### config.mk
export PLATFORM = sky130hd
export DESIGN_NAME = rsm_finish
export DESIGN_NICKNAME = d
export VERILOG_FILES = /design/src/rsm_pkg.sv /design/src/rsm_finish.sv
export SDC_FILE = /design/constraint.sdc
export NUM_CORES = 2
export LEC_CHECK = 0
export ABC_AREA = 0
export BUFFER_PORTS_ARGS = -buffer_cell sky130_fd_sc_hd__buf_2
export CAP_MARGIN = 10
export CORE_MARGIN = 5
export CORE_UTILIZATION = 57
export CTS_CLUSTER_SIZE = 28
export DETAILED_ROUTE_END_ITERATION = 12
export GPL_TIMING_DRIVEN = 0
export PLACE_DENSITY = 0.8
export REMOVE_ABC_BUFFERS = 1
export SYNTH_ARGS = -nofsm -noshare
export SYNTH_HDL_FRONTEND = slang
export SYNTH_SLANG_ARGS = --single-unit
### constraint.sdc
create_clock -name clk -period 2.71 [get_ports clk]
set_input_delay 0.271 -clock clk [delete_from_list [all_inputs] [get_ports clk]]
set_output_delay 0.271 -clock clk [all_outputs]
set_load 0.05 [all_outputs]
### src/rsm_pkg.sv
// shared types, constants and layout codes of the raid sector mapper
package rsm_pkg;

    // widths of the datapath
    localparam int SECTOR_W = 48;
    localparam int REM_W    = 17;
    localparam int DISK_W   = 9;
    localparam int MODE_W   = 3;
    localparam int IDX_W    = 2;
    localparam int MAX_DISKS = 256;

    // layout codes
    localparam logic [MODE_W-1:0] MODE_RAID0  = 3'd0;
    localparam logic [MODE_W-1:0] MODE_RAID1  = 3'd1;
    localparam logic [MODE_W-1:0] MODE_RAID01 = 3'd2;
    localparam logic [MODE_W-1:0] MODE_RAID4  = 3'd3;
    localparam logic [MODE_W-1:0] MODE_RAID5  = 3'd4;

    // register indexes
    localparam logic [IDX_W-1:0] CFG_MODE  = 2'd0;
    localparam logic [IDX_W-1:0] CFG_DISKS = 2'd1;
    localparam logic [IDX_W-1:0] CFG_CHUNK = 2'd2;

    // one request travelling down the divider chains
    typedef struct packed {
        logic                vld;
        logic [MODE_W-1:0]   mode;
        logic [SECTOR_W-1:0] num;
        logic [REM_W-1:0]    rem;
        logic [REM_W-1:0]    div;
        logic [SECTOR_W-1:0] qb;
        logic [REM_W-1:0]    r1;
        logic [REM_W-1:0]    rb;
    } rsm_item_t;

endpackage

### src/rsm_finish.sv
// per-layout result assembly and output register
module rsm_finish
    import rsm_pkg::*;
(
    input  logic                clk,
    input  logic                rst_n,
    input  logic                en,
    input  rsm_item_t           item_in,
    input  logic [DISK_W-1:0]   d_eff,
    input  logic [REM_W-1:0]    c_eff,
    output logic                out_vld,
    output logic [7:0]          disk,
    output logic [SECTOR_W-1:0] row,
    output logic [DISK_W-1:0]   second,
    output logic                has
);

    logic                      f_vld_reg;
    logic [SECTOR_W-1:0]       f_prod_reg;
    logic [REM_W-1:0]          f_add_reg;
    logic [7:0]                f_disk_reg;
    logic [DISK_W-1:0]         f_second_reg;
    logic                      f_has_reg;
    logic                      f_vld_next;
    logic [REM_W-1:0]          mult;
    logic [SECTOR_W+REM_W-1:0] prod_full;
    logic [REM_W-1:0]          add_next;
    logic [DISK_W-1:0]         disk_next;
    logic [DISK_W-1:0]         second_next;
    logic                      has_next;
    logic [DISK_W:0]           t;
    logic [DISK_W-1:0]         parity;
    logic [DISK_W-1:0]         half;
    logic                      out_vld_reg;
    logic [7:0]                disk_reg;
    logic [SECTOR_W-1:0]       row_reg;
    logic [DISK_W-1:0]         second_reg;
    logic                      has_reg;

    // per-layout selection of disks and row factor
    always_comb
    begin
        f_vld_next  = item_in.vld;
        mult        = REM_W'(1);
        add_next    = '0;
        disk_next   = item_in.rb[DISK_W-1:0];
        second_next = '0;
        has_next    = 1'b1;
        t           = '0;
        parity      = '0;
        half        = d_eff >> 1;
        unique case (item_in.mode)
            MODE_RAID0:
            begin
                mult     = c_eff;
                add_next = item_in.r1;
                has_next = 1'b0;
            end
            MODE_RAID1:
            begin
                mult = REM_W'(2);
                t    = {item_in.rb[DISK_W-1:0], 1'b0};
                if (t >= {1'b0, d_eff})
                begin
                    t        = t - {1'b0, d_eff};
                    add_next = REM_W'(1);
                end
                disk_next   = t[DISK_W-1:0];
                second_next = DISK_W'(t + 1'b1);
            end
            MODE_RAID01:
            begin
                second_next = d_eff - half + item_in.rb[DISK_W-1:0];
            end
            MODE_RAID4:
            begin
                mult        = c_eff;
                add_next    = item_in.r1;
                second_next = d_eff - 1'b1;
            end
            MODE_RAID5:
            begin
                parity = d_eff - 1'b1 - item_in.rem[DISK_W-1:0];
                t      = {1'b0, parity} + 1'b1 + {1'b0, item_in.rb[DISK_W-1:0]};
                if (t >= {1'b0, d_eff})
                begin
                    t = t - {1'b0, d_eff};
                end
                disk_next   = t[DISK_W-1:0];
                second_next = parity;
            end
            default:
            begin
                f_vld_next = 1'b0;
            end
        endcase
    end

    assign prod_full = item_in.qb * mult;

    // product stage
    always_ff @(posedge clk or negedge rst_n)
    begin
        if (!rst_n)
        begin
            f_vld_reg <= 1'b0;
        end
        else if (en)
        begin
            f_vld_reg <= f_vld_next;
        end
    end

    always_ff @(posedge clk)
    begin
        if (en)
        begin
            f_prod_reg   <= prod_full[SECTOR_W-1:0];
            f_add_reg    <= add_next;
            f_disk_reg   <= disk_next[7:0];
            f_second_reg <= second_next;
            f_has_reg    <= has_next;
        end
    end

    // output register
    always_ff @(posedge clk or negedge rst_n)
    begin
        if (!rst_n)
        begin
            out_vld_reg <= 1'b0;
        end
        else if (en)
        begin
            out_vld_reg <= f_vld_reg;
        end
    end

    always_ff @(posedge clk)
    begin
        if (en)
        begin
            disk_reg   <= f_disk_reg;
            row_reg    <= f_prod_reg + SECTOR_W'(f_add_reg);
            second_reg <= f_second_reg;
            has_reg    <= f_has_reg;
        end
    end

    assign out_vld = out_vld_reg;
    assign disk    = disk_reg;
    assign row     = row_reg;
    assign second  = second_reg;
    assign has     = has_reg;

endmodule

==> results.toml <==
[worst_setup_path]
cpPeakStageDelay_ns = 0.57
r2r_end = "row[25]"
path_class = "in -> reg"
worstPathRequired_ns = 2.91
cp_data_arrival_time_ns = 7.14
cp-startpoint = "item_in[165]"
worstRegToRegCells = 13
reg2reg_from = "f_add_reg[6]"
rrSetupSlack_ns = -0.33
start_kind = "input port"
cp-endpoint = "f_prod_reg[47]"
cpMostUsedCell = "fa_1"
critical-path-slowest-cell = "fa_1"
end_kind = "flop"
cp_max_fo = 5

[drt]
via_count = 24800
drt-wirelength-per-cell_microns = 21.8
drt-total-wl_microns = 92300
ant_nets = 0
via_per_inst = 5.87
drt_iter0_markers = 2606
first_pass_iters = 7
drc = 0

[layout]
multi_input_area_sq_um = 23400
area_growth_pct = 24.8
final.fill_count = 3288
stdcell_count = 4224
ff_latch_area_sq_um = 4520
finalNetCount = 4452
fin_util = 0.722
layout-drive-gt1-share = 0.250

[timing]
fin_ws_ns = -4.23
hold-worst-slack_ns = 0.0713
worst_pin_slew_ns = 0.825
hold_violations = 0
max_clock_freq_mhz = 144
slew_headroom = 0.449
min_period_over_period = 2.56
setup_viol = 92
drv_slew = 0
rsz0062_at_grt = "true"
period_needed_ns = 6.94
finalClockSkew_ns = 0.0147

[placed_design]
dp.final_hpwl_microns = 55900
io_buffers = 182
place_congestion = 0.884
dp_cells = 3894
dp_slack_ns = -7.04

[global_route]
antenna_found_initial = 4
grt_max_degree = 100
grt_pass1_wl_microns = 140000
grtUsageTotal = 0.317
grt_overflow_total = 0
first_global_vias = 26700

[floorplan]
core_area_sq_um = 50300
die_area_sq_um = 55600
fp.dieW_microns = 236
io_pins = 264
start_util = 0.578
num_rows = 82
fp.dieH_microns = 236

[pwr]
vdd_drop_max_v = 0.000952
leakage_nw = 17.6
power_density_nw_per_um2 = 958

[clocking]
numClockSinks = 151
clk_pin_slew_ns = 0.08
cts_tree = "yes"
cts-root-buf = "clkbuf_16"
clockBufferDepth = 2
clkLatencyLatePin_ns = 0.47
h-tree-depth = 4
numCtsBuffers = 17

[synth]
synth_compound_area_frac = 0.0616
synth-xor-area-share = 0.0491
synth_top_family_by_area = "adder cells"
netlist_instances = 3195
synthMuxAreaShare = 0.00598
synthAdderAreaFrac = 0.457
synth_edf_count = 149
synthSimpleGateAreaFrac = 0.154
syn_area_sq_um = 29100
synth.distinct_cells = 61
yosysWarnings = 0
syn_avg_cell_area_sq_um = 9.10
ys_seq_area_frac = 0.156
synth_seq_cells = 151
ys_dominant_reg_cell = "edfxtp_1"
async_flop_share = 0.0132

[outcome]
status = "complete, but fails checks"
violations = "negative setup slack"

[hold_path]
hp-class = "in -> reg"

[flow_run]
maxCapViolCount = 0
-- final cells by class --
type	instances	share of cell area
diodes	2	0.000138
clock buffers	17	0.0117
clock inverters	15	0.00524
inverters	747	0.0776
multi-input cells	2151	0.644
flip-flops and latches	151	0.125
well taps	672	0.0232
repair buffers	469	0.113
-- worst max-delay path: cells and delay by family --
kind / cells / cell delay, ns
fa+ha+maj: 7 / 3.37
compound gates: 7 / 1.41
buf+inv: 11 / 1.03
simple gates: 4 / 0.69
xor+xnor: 2 / 0.33
-- routing by layer --
layer / routed length [microns] / GRT usage / up-vias
met5: 46 / 0 / -
met4: 6670 / 0.175 / 6
met3: 10200 / 0.0884 / 525
met2: 43800 / 0.526 / 1768
met1: 31500 / 0.375 / 12100
li1: - / - / 10400
-- cells in the mapped netlist (4+ instances only) --
| cell | instances | area share |
|---|---|---|
| fa_1 | 572 | 0.39 |
| a31oi_1 | 6 | 0.0013 |
| and3_1 | 210 | 0.045 |
| o21bai_1 | 18 | 0.0046 |
| nor3_1 | 17 | 0.0029 |
| o22ai_1 | 4 | 0.00086 |
| xnor2_1 | 109 | 0.033 |
| xor2_1 | 54 | 0.016 |
| nor2_1 | 75 | 0.0097 |
| o221ai_1 | 8 | 0.0024 |
| a22oi_1 | 11 | 0.0028 |
| a21o_1 | 38 | 0.0098 |
| and2_1 | 45 | 0.0097 |
| o21ai_1 | 19 | 0.0033 |
| mux2i_1 | 14 | 0.0048 |
| nand3_1 | 20 | 0.0034 |
| inv_1 | 747 | 0.096 |
| edfxtp_1 | 149 | 0.15 |
| o21ai_0 | 37 | 0.0064 |
| ha_1 | 146 | 0.063 |
| a21oi_1 | 78 | 0.013 |
| nand4_1 | 16 | 0.0034 |
| nand2_1 | 538 | 0.069 |
| nor2b_1 | 16 | 0.0034 |
| o41ai_1 | 4 | 0.0012 |
| o211ai_1 | 6 | 0.0015 |
| nand2b_1 | 17 | 0.0037 |
| buf_1 | 12 | 0.0015 |
| clkbuf_1 | 146 | 0.019 |
| a211oi_1 | 4 | 0.0010 |
| o21a_1 | 13 | 0.0034 |
-- worst min-delay path by stage --
stage                 startpoint   endpoint  slack (ns)  cells past startpoint
finish              item_in[167]  f_vld_reg        0.07                      3
global placement           rst_n    out_vld        0.06                      1
CTS                 item_in[167]  f_vld_reg        0.02                      3
global route        item_in[167]  f_vld_reg        0.07                      3
floorplan                  rst_n  f_vld_reg       -0.02                      0
detailed placement         rst_n    out_vld        0.06                      1
-- stage by stage --
step | power [mW] | area [sq um] | setup TNS [ns]
after CTS | 30.6 | 34700 | -156.31
final | 34.8 | 36300 | -169.67
after global placement | 22.3 | 30200 | -825.27
after global routing | 37.1 | 36300 | -180.36
after detailed placement | 22.7 | 30400 | -304.63
after floorplan | 18.0 | 28500 | -438.49
-- logic make-up after synthesis --
logic type	Yosys count
AND/OR/NAND/NOR	965
multiplexers	17
adder cells (fa/ha/maj)	718
buffers and inverters	908
AO/OA/AOI/OAI	273
XOR/XNOR	163
flip-flops	151
-- layout by cell type, fill, tap and decap left out, drive strengths merged, types with 5 or more instances in the layout --
cell / instances
inv: 749
nor2b: 16
a31oi: 8
a21o: 38
nand4: 16
o221ai: 8
ha: 146
a22oi: 11
xnor2: 109
and3: 210
clkinvlp: 5
o211ai: 6
nand2b: 17
nand3: 20
o21a: 13
clkbuf: 22
mux2i: 14
and2: 57
buf: 458
edfxtp: 149
nand2: 539
fa: 572
bufbuf: 5
nor3: 17
clkinv: 8
nor2: 77
o21ai: 56
xor2: 54
a21oi: 80
o21bai: 18
-- where the power goes --
part           total, mW  internal (mW)  switching [mW]  leakage, nW
logic               27.9           12.6            15.3         15.9
clock network       2.47           1.25            1.22        0.287
registers           4.43           4.08           0.349         1.48
total               34.8           17.9            16.9         17.6
-- timing repair --
action | 4_1_cts | 5_1_grt
pin swaps | 185 | 198
cloned | 25 | 5
gates resized for setup | 403 | 206
hold buffers | 1 | 0
endpoints found under the setup margin | 95 | 97
hold endpoints to repair | 2 | 0
setup buffers | 185 | 90
Power figures use the tool's default switching activity.
